[src/rtl/core/ltsc_pkg.sv]
`timescale 1ns / 1ps
`default_nettype none

package ltsc_pkg;

	localparam int LTSC_TOKEN_MAX = 32;

	// Characters with a role of their own.
	localparam logic [7:0] CH_OPEN  = 8'h28;
	localparam logic [7:0] CH_CLOSE = 8'h29;
	localparam logic [7:0] CH_QUOTE = 8'h27;
	localparam logic [7:0] CH_DOT   = 8'h2e;
	localparam logic [7:0] CH_MINUS = 8'h2d;
	localparam logic [7:0] CH_BSL   = 8'h5c;

	// Token kind codes on the result port.
	localparam logic [2:0] TK_SYMBOL = 3'd0;
	localparam logic [2:0] TK_NUMBER = 3'd1;
	localparam logic [2:0] TK_OPEN   = 3'd2;
	localparam logic [2:0] TK_CLOSE  = 3'd3;
	localparam logic [2:0] TK_QUOTE  = 3'd4;

	typedef enum logic [1:0] {
		KIND_NONE = 2'd0,
		KIND_SYM  = 2'd1,
		KIND_NUM  = 2'd2
	} kind_t;

	typedef enum logic [1:0] {
		ACT_NONE   = 2'd0,
		ACT_SYM    = 2'd1,
		ACT_NUM    = 2'd2,
		ACT_SINGLE = 2'd3
	} act_t;

	typedef enum logic [1:0] {
		ST_IDLE   = 2'd0,
		ST_FLUSH  = 2'd1,
		ST_SINGLE = 2'd2
	} state_t;

	typedef struct packed {
		logic       shift;
		logic       load;
		logic [7:0] data;
	} chain_ctrl_t;

	function automatic logic is_digit(input logic [7:0] c);
		return c inside {[8'h30:8'h39]};
	endfunction

	// Letters and the operator characters + * / % ! ? & ^ | < >.
	function automatic logic sym_start(input logic [7:0] c);
		return c inside {[8'h41:8'h5a], [8'h61:8'h7a], 8'h2b, 8'h2a, 8'h2f, 8'h25,
			8'h21, 8'h3f, 8'h26, 8'h5e, 8'h7c, 8'h3c, 8'h3e};
	endfunction

	function automatic logic sym_more(input logic [7:0] c);
		return sym_start(c) || (c == CH_MINUS) || (c == CH_BSL);
	endfunction

	function automatic act_t classify(input logic [7:0] c);
		act_t a;
		a = ACT_NONE;
		if (sym_start(c)) begin
			a = ACT_SYM;
		end else if (is_digit(c) || (c == CH_MINUS)) begin
			a = ACT_NUM;
		end else if ((c == CH_OPEN) || (c == CH_CLOSE) || (c == CH_QUOTE)) begin
			a = ACT_SINGLE;
		end
		return a;
	endfunction

	function automatic logic [2:0] single_code(input logic [7:0] c);
		logic [2:0] k;
		case (c)
			CH_OPEN:  k = TK_OPEN;
			CH_CLOSE: k = TK_CLOSE;
			default:  k = TK_QUOTE;
		endcase
		return k;
	endfunction

endpackage

`default_nettype wire

[src/rtl/core/ltsc_cell.sv]
`timescale 1ns / 1ps
`default_nettype none

module ltsc_cell (
	input  logic                    clk,
	input  ltsc_pkg::chain_ctrl_t   ctrl,
	input  logic                    sel,
	input  logic [7:0]              nbr,
	output logic [7:0]              data_q
);
	import ltsc_pkg::*;

	// A write into this cell wins over the shift toward the head.
	always_ff @(posedge clk) begin
		if (ctrl.load && sel) begin
			data_q <= ctrl.data;
		end else if (ctrl.shift) begin
			data_q <= nbr;
		end
	end

endmodule

`default_nettype wire

[src/rtl/core/ltsc_chain.sv]
`timescale 1ns / 1ps
`default_nettype none

module ltsc_chain #(
	parameter int TOKEN_MAX = ltsc_pkg::LTSC_TOKEN_MAX,
	localparam int IDX_W = (TOKEN_MAX > 1) ? $clog2(TOKEN_MAX) : 1
) (
	input  logic                    clk,
	input  ltsc_pkg::chain_ctrl_t   ctrl,
	input  logic [IDX_W-1:0]        idx,
	output logic [7:0]              head
);
	import ltsc_pkg::*;

	logic [7:0] cell_data [TOKEN_MAX];

	for (genvar i = 0; i < TOKEN_MAX; i++) begin : g_cell
		logic [7:0] nbr;
		if (i == TOKEN_MAX - 1) begin : g_tail
			assign nbr = 8'h00;
		end else begin : g_mid
			assign nbr = cell_data[i+1];
		end
		ltsc_cell u_cell (
			.clk    (clk),
			.ctrl   (ctrl),
			.sel    (idx == IDX_W'(i)),
			.nbr    (nbr),
			.data_q (cell_data[i])
		);
	end

	assign head = cell_data[0];

endmodule

`default_nettype wire

[src/rtl/core/lisp_token_scanner_core.sv]
`timescale 1ns / 1ps
`default_nettype none
// A byte that extends the token in progress is taken and gives no result.
// A byte that ends a token of n kept characters starts n results, the first in the cycle
// after it is taken, one a cycle while m_tready is high; a paren or quote adds one more.
// The chain of character cells drains one character per cycle toward its head while
// m_tready is high, and no byte is taken while it drains.
// arst_n clears the token state and the controller; the character cells are not reset.

module lisp_token_scanner_core #(
	parameter int TOKEN_MAX = ltsc_pkg::LTSC_TOKEN_MAX
) (
	input  logic        clk,
	input  logic        arst_n,
	input  logic        s_tvalid,
	output logic        s_tready,
	input  logic [7:0]  s_tdata,   // [7:0] char_in
	input  logic        s_tlast,   // end_of_input
	output logic        m_tvalid,
	input  logic        m_tready,
	output logic [7:0]  m_tdata,   // [7:0] char_out
	output logic        m_tlast,   // last_of_token
	output logic [3:0]  m_tuser    // [2:0] token_kind, [3] truncated
);
	import ltsc_pkg::*;

	localparam int LEN_W = $clog2(TOKEN_MAX + 1);
	localparam int IDX_W = (TOKEN_MAX > 1) ? $clog2(TOKEN_MAX) : 1;

	state_t           state_q, state_d;
	kind_t            kind_q, kind_d;
	logic             dot_q, dot_d;
	logic             ovf_q, ovf_d;
	logic [LEN_W-1:0] len_q, len_d;
	act_t             pend_act_q, pend_act_d;
	logic [7:0]       pend_char_q, pend_char_d;
	logic [2:0]       single_kind_q, single_kind_d;
	logic [7:0]       single_char_q, single_char_d;

	chain_ctrl_t      cctrl;
	logic [IDX_W-1:0] cidx;
	logic [7:0]       head;

	logic in_acc, out_acc, flush_done, pending, extend, start_en;
	act_t in_act, start_act;
	logic [7:0] start_char;

	assign in_acc  = s_tvalid && s_tready;
	assign out_acc = m_tvalid && m_tready;
	assign pending = ((kind_q == KIND_SYM) || (kind_q == KIND_NUM)) && (len_q != '0);
	assign extend  = !s_tlast && (((kind_q == KIND_SYM) && sym_more(s_tdata)) ||
		((kind_q == KIND_NUM) && (is_digit(s_tdata) || ((s_tdata == CH_DOT) && !dot_q))));
	assign in_act  = s_tlast ? ACT_NONE : classify(s_tdata);
	assign flush_done = (state_q == ST_FLUSH) && out_acc && (len_q == LEN_W'(1));

	// Start of a fresh token, either straight from the input or once a flush ends.
	always_comb begin
		start_en   = 1'b0;
		start_act  = in_act;
		start_char = s_tdata;
		if (flush_done) begin
			start_en   = 1'b1;
			start_act  = pend_act_q;
			start_char = pend_char_q;
		end else if ((state_q == ST_IDLE) && in_acc && !extend && !pending) begin
			start_en = 1'b1;
		end
	end

	// Next state.
	always_comb begin
		state_d = state_q;
		case (state_q)
			ST_IDLE: begin
				if (in_acc && !extend) begin
					if (pending) begin
						state_d = ST_FLUSH;
					end else if (start_act == ACT_SINGLE) begin
						state_d = ST_SINGLE;
					end
				end
			end
			ST_FLUSH: begin
				if (flush_done) begin
					state_d = (start_act == ACT_SINGLE) ? ST_SINGLE : ST_IDLE;
				end
			end
			ST_SINGLE: begin
				if (out_acc) begin
					state_d = ST_IDLE;
				end
			end
			default: state_d = ST_IDLE;
		endcase
	end

	// Outputs.
	always_comb begin
		s_tready = (state_q == ST_IDLE);
		m_tvalid = (state_q == ST_FLUSH) || (state_q == ST_SINGLE);
		if (state_q == ST_FLUSH) begin
			m_tdata = head;
			m_tlast = (len_q == LEN_W'(1));
			m_tuser = {ovf_q, (kind_q == KIND_SYM) ? TK_SYMBOL : TK_NUMBER};
		end else begin
			m_tdata = single_char_q;
			m_tlast = 1'b1;
			m_tuser = {1'b0, single_kind_q};
		end
	end

	// Token state and chain control.
	always_comb begin
		kind_d        = kind_q;
		dot_d         = dot_q;
		ovf_d         = ovf_q;
		len_d         = len_q;
		pend_act_d    = pend_act_q;
		pend_char_d   = pend_char_q;
		single_kind_d = single_kind_q;
		single_char_d = single_char_q;
		cctrl.shift   = 1'b0;
		cctrl.load    = 1'b0;
		cctrl.data    = s_tdata;
		cidx          = len_q[IDX_W-1:0];

		if ((state_q == ST_IDLE) && in_acc) begin
			if (extend) begin
				if ((kind_q == KIND_NUM) && (s_tdata == CH_DOT)) begin
					dot_d = 1'b1;
				end
				if (len_q < LEN_W'(TOKEN_MAX)) begin
					cctrl.load = 1'b1;
					len_d      = len_q + LEN_W'(1);
				end else begin
					ovf_d = 1'b1;
				end
			end else if (pending) begin
				pend_act_d  = in_act;
				pend_char_d = s_tdata;
			end
		end

		if ((state_q == ST_FLUSH) && out_acc) begin
			cctrl.shift = 1'b1;
			len_d       = len_q - LEN_W'(1);
		end

		if (start_en) begin
			dot_d         = 1'b0;
			ovf_d         = 1'b0;
			kind_d        = KIND_NONE;
			len_d         = '0;
			single_char_d = start_char;
			single_kind_d = single_code(start_char);
			if ((start_act == ACT_SYM) || (start_act == ACT_NUM)) begin
				kind_d     = (start_act == ACT_SYM) ? KIND_SYM : KIND_NUM;
				len_d      = LEN_W'(1);
				cctrl.load = 1'b1;
				cctrl.data = start_char;
				cidx       = '0;
			end
		end
	end

	always_ff @(posedge clk or negedge arst_n) begin
		if (!arst_n) begin
			state_q    <= ST_IDLE;
			kind_q     <= KIND_NONE;
			dot_q      <= 1'b0;
			ovf_q      <= 1'b0;
			len_q      <= '0;
			pend_act_q <= ACT_NONE;
		end else begin
			state_q    <= state_d;
			kind_q     <= kind_d;
			dot_q      <= dot_d;
			ovf_q      <= ovf_d;
			len_q      <= len_d;
			pend_act_q <= pend_act_d;
		end
	end

	always_ff @(posedge clk) begin
		pend_char_q   <= pend_char_d;
		single_kind_q <= single_kind_d;
		single_char_q <= single_char_d;
	end

	ltsc_chain #(
		.TOKEN_MAX (TOKEN_MAX)
	) u_chain (
		.clk  (clk),
		.ctrl (cctrl),
		.idx  (cidx),
		.head (head)
	);

	a_flush_nonempty: assert property (@(posedge clk) disable iff (!arst_n)
		(state_q == ST_FLUSH) |-> (len_q != '0))
		else $error("flush with no characters kept");

	a_one_side: assert property (@(posedge clk) disable iff (!arst_n)
		m_tvalid |-> !s_tready)
		else $error("input taken while results are pending");

	a_len_bound: assert property (@(posedge clk) disable iff (!arst_n)
		len_q <= LEN_W'(TOKEN_MAX))
		else $error("token length beyond buffer");

	a_ovf_full: assert property (@(posedge clk) disable iff (!arst_n)
		(ovf_q && (state_q == ST_IDLE)) |-> (len_q == LEN_W'(TOKEN_MAX)))
		else $error("overflow flagged on a buffer that is not full");

	a_single_done: assert property (@(posedge clk) disable iff (!arst_n)
		((state_q == ST_SINGLE) && out_acc) |=> (state_q == ST_IDLE))
		else $error("single-character token not retired");

endmodule

`default_nettype wire
[config.mk]
export PLATFORM = sky130hd
export DESIGN_NAME = lisp_token_scanner_core
export DESIGN_NICKNAME = d
export VERILOG_FILES = /design/src/rtl/core/ltsc_pkg.sv /design/src/rtl/core/ltsc_cell.sv /design/src/rtl/core/ltsc_chain.sv /design/src/rtl/core/lisp_token_scanner_core.sv
export SDC_FILE = /design/constraint.sdc
export NUM_CORES = 1
export LEC_CHECK = 0
export ABC_AREA = 1
export BUFFER_PORTS_ARGS = -buffer_cell sky130_fd_sc_hd__buf_4
export CORE_MARGIN = 2
export CORE_UTILIZATION = 56
export CTS_BUF_LIST = sky130_fd_sc_hd__clkbuf_4
export DETAILED_ROUTE_END_ITERATION = 7
export MAX_ROUTING_LAYER = met4
export PLACE_DENSITY = 0.79
export RECOVER_POWER = 50
export SYNTH_ARGS = -nofsm -noshare
export SYNTH_HDL_FRONTEND = slang
export SYNTH_HIERARCHICAL = 1
export SYNTH_SLANG_ARGS = --single-unit
[constraint.sdc]
create_clock -name clk -period 5.1 [get_ports clk]
set_clock_uncertainty 0.2 [all_clocks]
set_input_delay 0.51 -clock clk [delete_from_list [all_inputs] [get_ports clk]]
set_output_delay 0.51 -clock clk [all_outputs]
set_load 0.01 [all_outputs]
# ---- Word level (Yosys, flattened, before mapping)
# Cells that the tools add are included.
dict set report classes {
  addsub 2
  order_cmp 7
  n_eq_ne 63
  mux 108
  bitwise 1
  n_reduce_logical 110
}
# cell n
set ops {}
lappend ops {{8-bit two-way mux} 66}
lappend ops {{8-bit by 6-bit == test with 1-bit output (second input constant)} 16}
lappend ops {{5-bit == test (second input constant)} 16}
lappend ops {{2-bit nonzero test} 35}
lappend ops {{1-bit logical AND} 49}
lappend ops {{5-bit by 4-bit == test with 1-bit output (second input constant)} 8}
lappend ops {{6-bit two-way mux} 5}
lappend ops {{2-bit two-way mux} 13}
lappend ops {{8-bit by 7-bit == test with 1-bit output (second input constant)} 3}
lappend ops {{5-bit by 3-bit == test with 1-bit output (second input constant)} 4}
lappend ops {{9-bit two-way mux} 2}
lappend ops {{1-bit two-way mux} 17}
lappend ops {{8-bit by 7-bit >= comparator with 1-bit output (second input constant)} 2}
lappend ops {{8-bit by 7-bit less-or-equal comparator with 1-bit output (second input constant)} 2}
lappend ops {{13-bit nonzero test} 1}
lappend ops {{3-bit AND reduction} 4}
lappend ops {{5-bit by 2-bit == test with 1-bit output (second input constant)} 2}
lappend ops {{1-bit logical OR} 10}
lappend ops {{5-bit two-way mux} 2}
lappend ops {{3-bit nonzero test} 3}
lappend ops {{2-bit == test (second input constant)} 4}
lappend ops {{8-bit by 6-bit >= comparator with 1-bit output (second input constant)} 1}
lappend ops {{8-bit by 6-bit less-or-equal comparator with 1-bit output (second input constant)} 1}
lappend ops {{6-bit by 1-bit adder with 6-bit output (second input constant)} 1}
lappend ops {{other kinds (17)} 24}
dict set report word_totals {
  regBits 289
  input_bits 13
  out_inout_bits 15
  wordCells 332
}

# ---- Longest topological paths before layout
# Gate-level depths: netlist (run 1).
dict set report depth {
  depth_word 17
  depth_mapped 25
  ltp_nobuf 23
}

# ---- Modules after synthesis
# The synthesis (run 1) kept the hierarchy.
# module n_inst cells_each area_per_inst_um2 seq_area_each_um2
set by_module_without_submodules {}
lappend by_module_without_submodules {ltsc_cell 32 37 390.4 240.2}
lappend by_module_without_submodules {lisp_token_scanner_core 1 320 2373.5 920.9}
lappend by_module_without_submodules {ltsc_chain 1 66 272.8 0.0}

# ---- Least setup slack after synthesis (run 1)
# No wires, ideal clock.
dict set report synth_path {
  kind {flip-flop to flip-flop}
  from {reg state_q[1]}
  to {reg u_chain.g_cell[0].u_cell.data_q[6] (data pin)}
  setup_ns 0.141
  arrival_ns 4.180
  required_time_ns 4.759
  setup_slack_ns 0.578
  stages_incl_launch_ff 15
  n_path_buf 4
  period_less_slack_ns 4.522
  cell_sequence {dfrtp_1 inv_1 ha_1 buf_4 nand2_2 nor2_1 inv_1 buf_6 buf_2 o21ai_0 ha_1 clkbuf_1 o21ai_0 nand3_1 nand2_1}
}
# element line_no
set synth_lines {}
lappend synth_lines {{start: declaration} lisp_token_scanner_core.sv:30} ;# state_t state_q, state_d;
lappend synth_lines {{start signal: assignment} lisp_token_scanner_core.sv:175} ;# state_q <= state_d;
lappend synth_lines {{end signal: assignment} ltsc_cell.sv:16} ;# data_q <= ctrl.data;
lappend synth_lines {{end signal: assignment} ltsc_cell.sv:18} ;# data_q <= nbr;
lappend synth_lines {{end: declaration} ltsc_cell.sv:9} ;# output logic [7:0] data_q

# ---- Worst setup path after layout (run 1)
dict set report layout_path {
  from {in s_tdata[5]}
  to {reg u_chain.g_cell[7].u_cell.data_q[6], enable pin}
}
dict set report layout_between {
  elab_chain_len 17
  elab_cells_between_ends 60
  classes_between {6 x order compare; 20 x eq/ne; 13 x mux; 21 x reduce/logical}
}
# element line_no
set layout_rtl {}
lappend layout_rtl {{start: declaration} lisp_token_scanner_core.sv:17} ;# input logic [7:0] s_tdata,
lappend layout_rtl {{8-bit by 7-bit >= comparator with 1-bit output / 8-bit by 7-bit less-or-equal comparator with 1-bit output (equally long branches)} ltsc_pkg.sv:54} ;# return c inside {[8'h41:8'h5a], [8'h61:8'h7a], 8'h2b, 8'h2a, 8'h2f, 8'h25,
lappend layout_rtl {{1-bit logical AND} ltsc_pkg.sv:54}
lappend layout_rtl {{13-bit nonzero test} ltsc_pkg.sv:54}
lappend layout_rtl {{1-bit logical OR (2 in a row)} ltsc_pkg.sv:59} ;# return sym_start(c) || (c == CH_MINUS) || (c == CH_BSL);
lappend layout_rtl {{1-bit logical AND} lisp_token_scanner_core.sv:51} ;# assign extend = !s_tlast && (((kind_q == KIND_SYM) && sym_more(s_tdata)) ||
lappend layout_rtl {{1-bit logical OR} lisp_token_scanner_core.sv:51}
lappend layout_rtl {{1-bit logical AND} lisp_token_scanner_core.sv:51}
lappend layout_rtl {{1-bit zero test} lisp_token_scanner_core.sv:65} ;# end else if ((state_q == ST_IDLE) && in_acc && !extend && !pending) begin
lappend layout_rtl {{1-bit logical AND (2 in a row)} lisp_token_scanner_core.sv:65}
lappend layout_rtl {{1-bit two-way mux} lisp_token_scanner_core.sv:65}
lappend layout_rtl {{1-bit two-way mux} lisp_token_scanner_core.sv:61} ;# if (flush_done) begin
lappend layout_rtl {{5-bit two-way mux (*)} lisp_token_scanner_core.sv:149} ;# if (start_en) begin
lappend layout_rtl {{named net cidx[1]} lisp_token_scanner_core.sv:41} ;# logic [IDX_W-1:0] cidx;
lappend layout_rtl {{5-bit by 3-bit == test with 1-bit output (*)} ltsc_chain.sv:27} ;# .sel (idx == IDX_W'(i)),
lappend layout_rtl {{1-bit logical AND (*)} ltsc_cell.sv:15} ;# if (ctrl.load && sel) begin
lappend layout_rtl {{2-bit nonzero test (no line) (*)} n/a}
lappend layout_rtl {{end signal: assignment} ltsc_cell.sv:16}
lappend layout_rtl {{end signal: assignment} ltsc_cell.sv:18}
lappend layout_rtl {{end: declaration} ltsc_cell.sv:9}
# Mark *: on every way through the listed nets, which the timed path passes. The rest lies on a longest branch.
# A chain may end at the register's enable or synchronous reset.

==> impl_metrics.py, run 1 <==
metrics = {
    "route": {
        "vias": 11387,
        "via_per_inst": 5.50,
        "antenna_left": 0,
        "drcViolationCount": 0,
        "avgRoutedWirePerCell_um": 15.8,
        "drt_iter0_drc": 1155,
        "totalWireLength_mm": 32.8,
        "firstDrtPassIters": 6,
    },
    "power": {
        "power_frac_seq_pct": 45.5,
        "ir_drop_uv": 216,
        "p_switching_uw": 2810,
        "swShare_pct": 36.2,
        "internal_power_uw": 4960,
        "pwr-share-comb_pct": 29.3,
        "power.total_uw": 7770,
        "clkPwrFrac_pct": 25.3,
        "p_per_area_mw_per_mm2": 478,
        "leakage_uw": 0.00700,
    },
    "floorplan": {
        "io_pins": 28,
        "start_util_pct": 56.6,
        "rows": 60,
        "die_h_um": 168,
        "dieArea_sq_mm": 0.0284,
        "die_w_um": 168,
        "coreArea_sq_mm": 0.0267,
    },
    "clock_tree": {
        "clock_latency_ns": 0.69,
        "cts_resized": 0,
        "clk_pin_slew_worst_paths_ns": 0.06,
        "clock-sinks": 289,
        "cts_root_buf": "clkbuf_4",
        "cts_tree": "yes",
        "cts_max_level": 3,
        "clock_path_buffers": 3,
        "numCtsBuffers": 76,
    },
    "synthesis": {
        "synthCells": 1570,
        "synth_area_sq_mm": 0.0151,
        "synthXorXnorAreaFrac_pct": 0.0579,
        "avgSynthCellArea_sq_um": 9.64,
        "synth_async_sr_flop_share_pct": 4.84,
        "ys_seq_area_share_pct": 56.9,
        "synthSimpleGateAreaFrac_pct": 33.0,
        "yosysWarnings": 6,
        "yosys.area.top_type": "edfxtp_1",
        "synth-seq-cells": 289,
        "synth_edf_count": 275,
        "yosys-mux-area-fraction_pct": 0,
        "synth_fa_ha_area_share_pct": 0.992,
        "synth_top_family_by_area": "simple AND/OR/NAND/NOR gates",
        "synth-compound-area-share_pct": 1.62,
        "synth_cell_types": 40,
        "ys.flop_type": "edfxtp_1",
        "yosys.area.top_type_share_pct": 54.5,
        "synth_area_leaders": "edfxtp_1 (55%), nand2_1 (16%), nand3_1 (8.9%)",
    },
    "worst_setup_path": {
        "cp.arrival_ns": 4.78,
        "reg2reg_from": "state_q[1]",
        "cp_num_buf_inv": 5,
        "critical_path.max_stage_delay_ns": 0.54,
        "cp_max_fo": 18,
        "cp_common_cell": "nand2_1",
        "r2r-end": "u_chain/g_cell[7].u_cell/data_q[6]",
        "worst-endpoint-required_ns": 5.21,
        "path_delay_family": "simple AND/OR/NAND/NOR gates",
        "ff2ff_path_depth": 14,
        "end_kind": "register",
        "crit_chain": "dlygate4sd3_1, clkbuf_1, nand2_1, inv_1, o21ai_0, nand2_1, nand3_1, nand4_1, nand2_1, nand2_2, nand2_1, nand3_1, nand2_4, inv_4, nor2_8, nor2_1, nand2_1, nor3_1, clkbuf_1, nand2_1, nand2_1",
        "cp_slowest_cell": "dlygate4sd3_1",
        "critPathLaunchType": "input port",
        "cp_num_cells": 21,
        "worstSetupStartpoint": "s_tdata[5]",
        "critPathKind": "in -> reg",
        "crit_path_end": "u_chain/g_cell[7].u_cell/data_q[6]",
        "ff2ff_setup_slack_ns": 0.46,
    },
    "job": {
        "maxCapViolations": 0,
    },
    "placement": {
        "port_buffers": 27,
        "dp_cells": 1926,
        "place_area_sq_mm": 0.0156,
        "gp_congestion": 0.877,
        "dp_hpwl_mm": 20.6,
    },
    "timing": {
        "tightest_slew_ns": 0.995,
        "hold_viol_final": 0,
        "final-setup-viol-count": 0,
        "max-slew-margin-rel_pct": 33.4,
        "final.min_clock_period_ns": 4.68,
        "fin_setup_tns_ns": 0,
        "period_share_pct": 91.7,
        "worst_hold_slack_ns": 0.0921,
        "report.final.slew_viol_count": 0,
        "rsz0062_at_grt": "no",
        "max_freq_mhz": 214,
    },
    "min_path": {
        "hold_class": "in -> reg",
    },
    "global_routing": {
        "grt_overflow": 0,
        "grt_busiest_layer": "met2",
        "grt.total_usage_pct": 24.4,
        "grtUsageMet3_pct": 4.42,
        "met2_usage_pct": 39.7,
        "grt_pass1_wl_mm": 54.0,
        "use_met1_pct": 30.5,
        "grt_max_degree": 38,
        "grt_pass1_vias": 11242,
        "antenna_found_initial": 1,
    },
    "cells_and_area": {
        "register_area_sq_mm": 0.00861,
        "synthToLayoutAreaGrowth_pct": 7.23,
        "drive_gt1_share_pct": 12.8,
        "final.fill_count": 2195,
        "instances_no_fill": 2071,
        "postLayoutCellArea_sq_mm": 0.0162,
        "multi_input_area_sq_mm": 0.00523,
        "final_nets": 1700,
    },
    "outcome": {
        "status": "finished, final reports clean",
    },
}
[power by group through the flow]
| stage | logic, uW | registers (uW) | clock network (uW) |
|---|---|---|---|
| 2_1_floorplan | 1730 | 3510 | 0 |
| 3_3_place_gp | 2330 | 3570 | 0 |
| 3_5_place_dp | 2400 | 3570 | 0 |
| 4_1_cts | 2410 | 3530 | 2010 |
| 5_1_grt | 2510 | 3570 | 2130 |
| 6_report | 2270 | 3530 | 1960 |
[stage by stage]
stage	utilization, %	setup WS (ns)
2_1_floorplan	-	0.578
3_3_place_gp	58.4	0.820
3_5_place_dp	58.4	0.661
4_1_cts	62.3	0.623
5_1_grt	60.7	0.0893
6_report	60.7	0.424
[state kept, by name (all words and copies together), names as in the netlist]
register                      count
kind_q                            2
len_q                             6
single_char_q                     8
u_chain/g_cell.u_cell/data_q    256
ovf_q                             1
pend_char_q                       8
state_q                           2
dot_q                             1
single_kind_q                     3
pend_act_q                        2
[repair_timing]
item | CTS | global route
buffers inserted | 0 | 0
hold buffers | 12 | 0
hold endpoints to repair | 23 | 0
[layout make-up]
| class | count | area share, % |
|---|---|---|
| diodes | 5 | 0.0771 |
| multi-input cells | 1126 | 32.2 |
| well taps | 341 | 2.63 |
| repair buffers | 93 | 4.22 |
| clock buffers | 109 | 5.04 |
| flip-flops and latches | 289 | 53.0 |
| inverters | 89 | 2.07 |
| clock inverters | 19 | 0.725 |
[worst min path at each step]
stage	startpoint	endpoint	slack [ns]	cells past startpoint
detailed placement	arst_n	state_q[0]	0.17	1
finish	s_tvalid	ovf_q	0.09	4
floorplan	arst_n	dot_q	0.01	0
global placement	arst_n	state_q[0]	0.17	1
global route	s_tvalid	ovf_q	0.07	4
CTS	s_tvalid	ovf_q	0.04	4
[kinds of logic after synthesis]
family                     count (synthesis)
and+or+nand+nor                         1063
xor gates and xnor gates                   1
AOI/OAI and AO/OA                         42
DFF                                      289
other                                      1
buffers and inverters                    162
adders and majority gates                 12
[per-layer routing]
metal,vias up,routed length (um)
met2,494,15900
li1,5503,-
met5,-,0
met1,5295,13400
met4,0,920
met3,95,2500
[layout by cell type (no fill, tap or decap), drive strengths merged]
| cell | n |
|---|---|
| a31o | 1 |
| a21oi | 5 |
| o22ai | 1 |
| clkinvlp | 2 |
| nand3 | 272 |
| a31oi | 1 |
| edfxtp | 275 |
| nand3b | 2 |
| a221oi | 1 |
| clkbuf | 144 |
| bufinv | 1 |
| xor2 | 1 |
| dfrtp | 14 |
| or2 | 1 |
| inv | 89 |
| nand4 | 7 |
| a22oi | 2 |
| o21ai | 26 |
| nor3 | 14 |
| nor4 | 2 |
| o32ai | 2 |
| ha | 12 |
| dlygate4sd3 | 12 |
| clkinv | 16 |
| conb | 8 |
| o211ai | 1 |
| diode | 5 |
| buf | 46 |
| nand2 | 697 |
| nor2 | 68 |
| o21a | 2 |
[tightest hold or removal path, delay by kind of cell]
| kind | cells | cell delay (ns) |
|---|---|---|
| AND/OR/NAND/NOR | 2 | 0.14 |
| buffers and inverters | 1 | 0.11 |
| AO/OA/AOI/OAI | 1 | 0.17 |
[synthesized netlist by cell type, types with 12 or more instances]
library cell  instances
o21ai_0              24
dfrtp_1              14
buf_6                67
inv_1                75
nand2_8              32
nand3_1             270
nor2_1               58
ha_1                 12
nand2_1             659
edfxtp_1            275
inv_2                12
nor3_1               13
No activity file was read; power rests on OpenSTA's default activity.
==> run 2: changes to the inputs <==
--- a/config.mk
+++ b/config.mk
@@ -9,7 +9,6 @@
 export BUFFER_PORTS_ARGS = -buffer_cell sky130_fd_sc_hd__buf_4
 export CORE_MARGIN = 2
 export CORE_UTILIZATION = 56
-export CTS_BUF_LIST = sky130_fd_sc_hd__clkbuf_4
 export DETAILED_ROUTE_END_ITERATION = 7
 export MAX_ROUTING_LAYER = met4
 export PLACE_DENSITY = 0.79
==> run 2 against run 1 <==
Net effect: the run now ends with design-rule violations left; critical path depth up 1; final area down 0.43%; worst setup slack better by 0.084 ns; critical path type unchanged.
==> impl_metrics.py, run 2 (synthesized netlist as in run 1, its figures left out) <==
metrics = {
    "power": {
        "ir_drop_uv": 295,
        "power.total_uw": 7960,
        "leakage_uw": 0.00692,
        "p_per_area_mw_per_mm2": 493,
    },
    "cells_and_area": {
        "largest_reg_flops": 256,
        "final.fill_count": 2183,
        "multi_input_area_sq_mm": 0.00516,
        "top_regs": "u_chain/g_cell.u_cell/data_q: 256 flops, pend_char_q: 8 flops, single_char_q: 8 flops",
        "final_nets": 1649,
        "register_area_sq_mm": 0.00861,
        "synthToLayoutAreaGrowth_pct": 6.77,
        "final_cell_mix": "nand2_1 (681), edfxtp_1 (275), nand3_1 (271)",
        "drive_gt1_share_pct": 8.85,
        "antenna_cells": 0,
        "largest-register": "u_chain/g_cell.u_cell/data_q",
        "final_common_cell": "nand2_1",
        "postLayoutCellArea_sq_mm": 0.0162,
    },
    "global_routing": {
        "grt_max_degree": 38,
        "grt_pass1_vias": 10939,
        "grt.total_usage_pct": 24.2,
        "grt_overflow": 0,
        "grt_pass1_wl_mm": 53.9,
        "antenna_found_initial": 0,
    },
    "worst_setup_path": {
        "cp_max_fo": 18,
        "critPathLaunchType": "input port",
        "end_kind": "register",
        "critPathKind": "in -> reg",
        "worst-endpoint-required_ns": 5.12,
        "cp.arrival_ns": 4.62,
        "ff2ff_path_depth": 15,
    },
    "clock_tree": {
        "clock-sinks": 289,
        "cts_tree": "yes",
        "cts_max_level": 1,
        "clock_latency_ns": 0.57,
        "numCtsBuffers": 31,
        "clock_path_buffers": 3,
        "cts_resized": 0,
        "clk_pin_slew_worst_paths_ns": 0.06,
        "postCtsSetupBuffers": 0,
        "cts_root_buf": "clkbuf_16",
    },
    "floorplan": {
        "rows": 60,
        "coreArea_sq_mm": 0.0267,
        "start_util_pct": 56.6,
        "die_h_um": 168,
        "io_pins": 28,
        "die_w_um": 168,
        "dieArea_sq_mm": 0.0284,
    },
    "placement": {
        "place_area_sq_mm": 0.0156,
        "dp_hpwl_mm": 20.6,
        "port_buffers": 27,
        "gp_congestion": 0.877,
    },
    "timing": {
        "final-setup-viol-count": 0,
        "hold_viol_final": 0,
        "tightest_slew_ns": 1.01,
        "report.final.slew_viol_count": 0,
        "final.min_clock_period_ns": 4.59,
        "period_share_pct": 90.0,
        "fin_setup_tns_ns": 0,
        "max_freq_mhz": 218,
        "rsz0062_at_grt": "no",
        "max-slew-margin-rel_pct": 32.5,
        "worst_hold_slack_ns": 0.123,
    },
    "min_path": {
        "min_delay_path_depth": 4,
        "hold_class": "in -> reg",
    },
    "route": {
        "antenna_left": 0,
        "avgRoutedWirePerCell_um": 16.4,
        "vias": 11091,
        "totalWireLength_mm": 32.6,
        "drt_iter0_drc": 1120,
        "drcViolationCount": 2,
        "firstDrtPassIters": 8,
        "via_per_inst": 5.57,
    },
    "outcome": {
        "status": "finished with violations",
        "violations": "design-rule violations",
    },
    "job": {
        "maxCapViolations": 0,
    },
}
-- run 2: changes by cell type in the layout (fill, tap and decap cells not counted), sizes merged --
cell,previous run,this run
diode,5,0
clkinv,16,19
bufinv,1,3
clkbuf,144,62
buf,46,53
dlygate4sd3,12,6
-- run 2: report_power, final --
| group | total (uW) | switching (uW) | internal [uW] | leakage, uW |
|---|---|---|---|---|
| logic | 2260 | 1690 | 569 | 0.00371 |
| registers | 3530 | 168 | 3360 | 0.00273 |
| clock network | 2170 | 915 | 1260 | 0.000480 |
| total | 7960 | 2780 | 5190 | 0.00692 |
-- run 2: area by class of cell --
class / instances / share of cell area [%]
Clock buffer: 34 / 4.87
Clock inverter: 24 / 1.22
Inverter: 89 / 2.08
Multi-Input combinational cell: 1126 / 31.9
Sequential cell: 289 / 53.3
Tap cell: 341 / 2.64
Timing Repair Buffer: 87 / 4.03
-- run 2: critical path, stage by stage --
cell	delay, ns
dlygate4sd3_1	0.53
clkbuf_1	0.31
inv_2	0.11
nor2_2	0.18
inv_2	0.05
nor2_1	0.15
o211ai_2	0.11
nor2_1	0.10
a21oi_1	0.05
nand2_2	0.10
nand2_1	0.08
nand3_1	0.16
nand2_4	0.18
inv_4	0.20
nor2_8	0.05
nor2_1	0.28
inv_1	0.10
nor2_1	0.19
nand2_1	0.13
nor2_1	0.61
nand2_8	0.11
nand2_1	0.31
-- run 2: layer usage --
layer,vias to the layer above,wire length (um),global-route usage (%)
met5,-,0,-
met4,0,945,8.17
met3,83,2650,3.17
met2,450,15800,40.2
met1,5205,13200,30.9
li1,5353,-,-
-- run 2: path summary, 6_finish.rpt --
check	from	end	slack, ns
worst max-delay path	s_tdata[3]	u_chain/g_cell[9].u_cell/data_q[3]	0.51
worst min-delay path	s_tlast	dot_q	0.12
worst max register to register	state_q[1]	u_chain/g_cell[9].u_cell/data_q[3]	0.61
worst min register to register	pend_act_q[0]	pend_act_q[0]	0.30
max in group asynchronous	arst_n	pend_act_q[1]	3.83
min in group asynchronous	arst_n	len_q[4]	0.35
-- run 2: repair_timing --
action / 4_1_cts / 5_1_grt
hold buffers: 6 / 0
hold endpoints to repair: 19 / 0
setup endpoints to repair: 0 / 0
-- run 2: through the flow --
step / std cells / util, % / setup WS [ns]
global placement: 1926 / 58.4 / 0.820
global route: 1990 / 60.5 / 0.0810
detailed placement: 1926 / 58.4 / 0.661
CTS: 1990 / 62.3 / 0.613
floorplan: 1577 / - / 0.578
finish: 1990 / 60.5 / 0.508
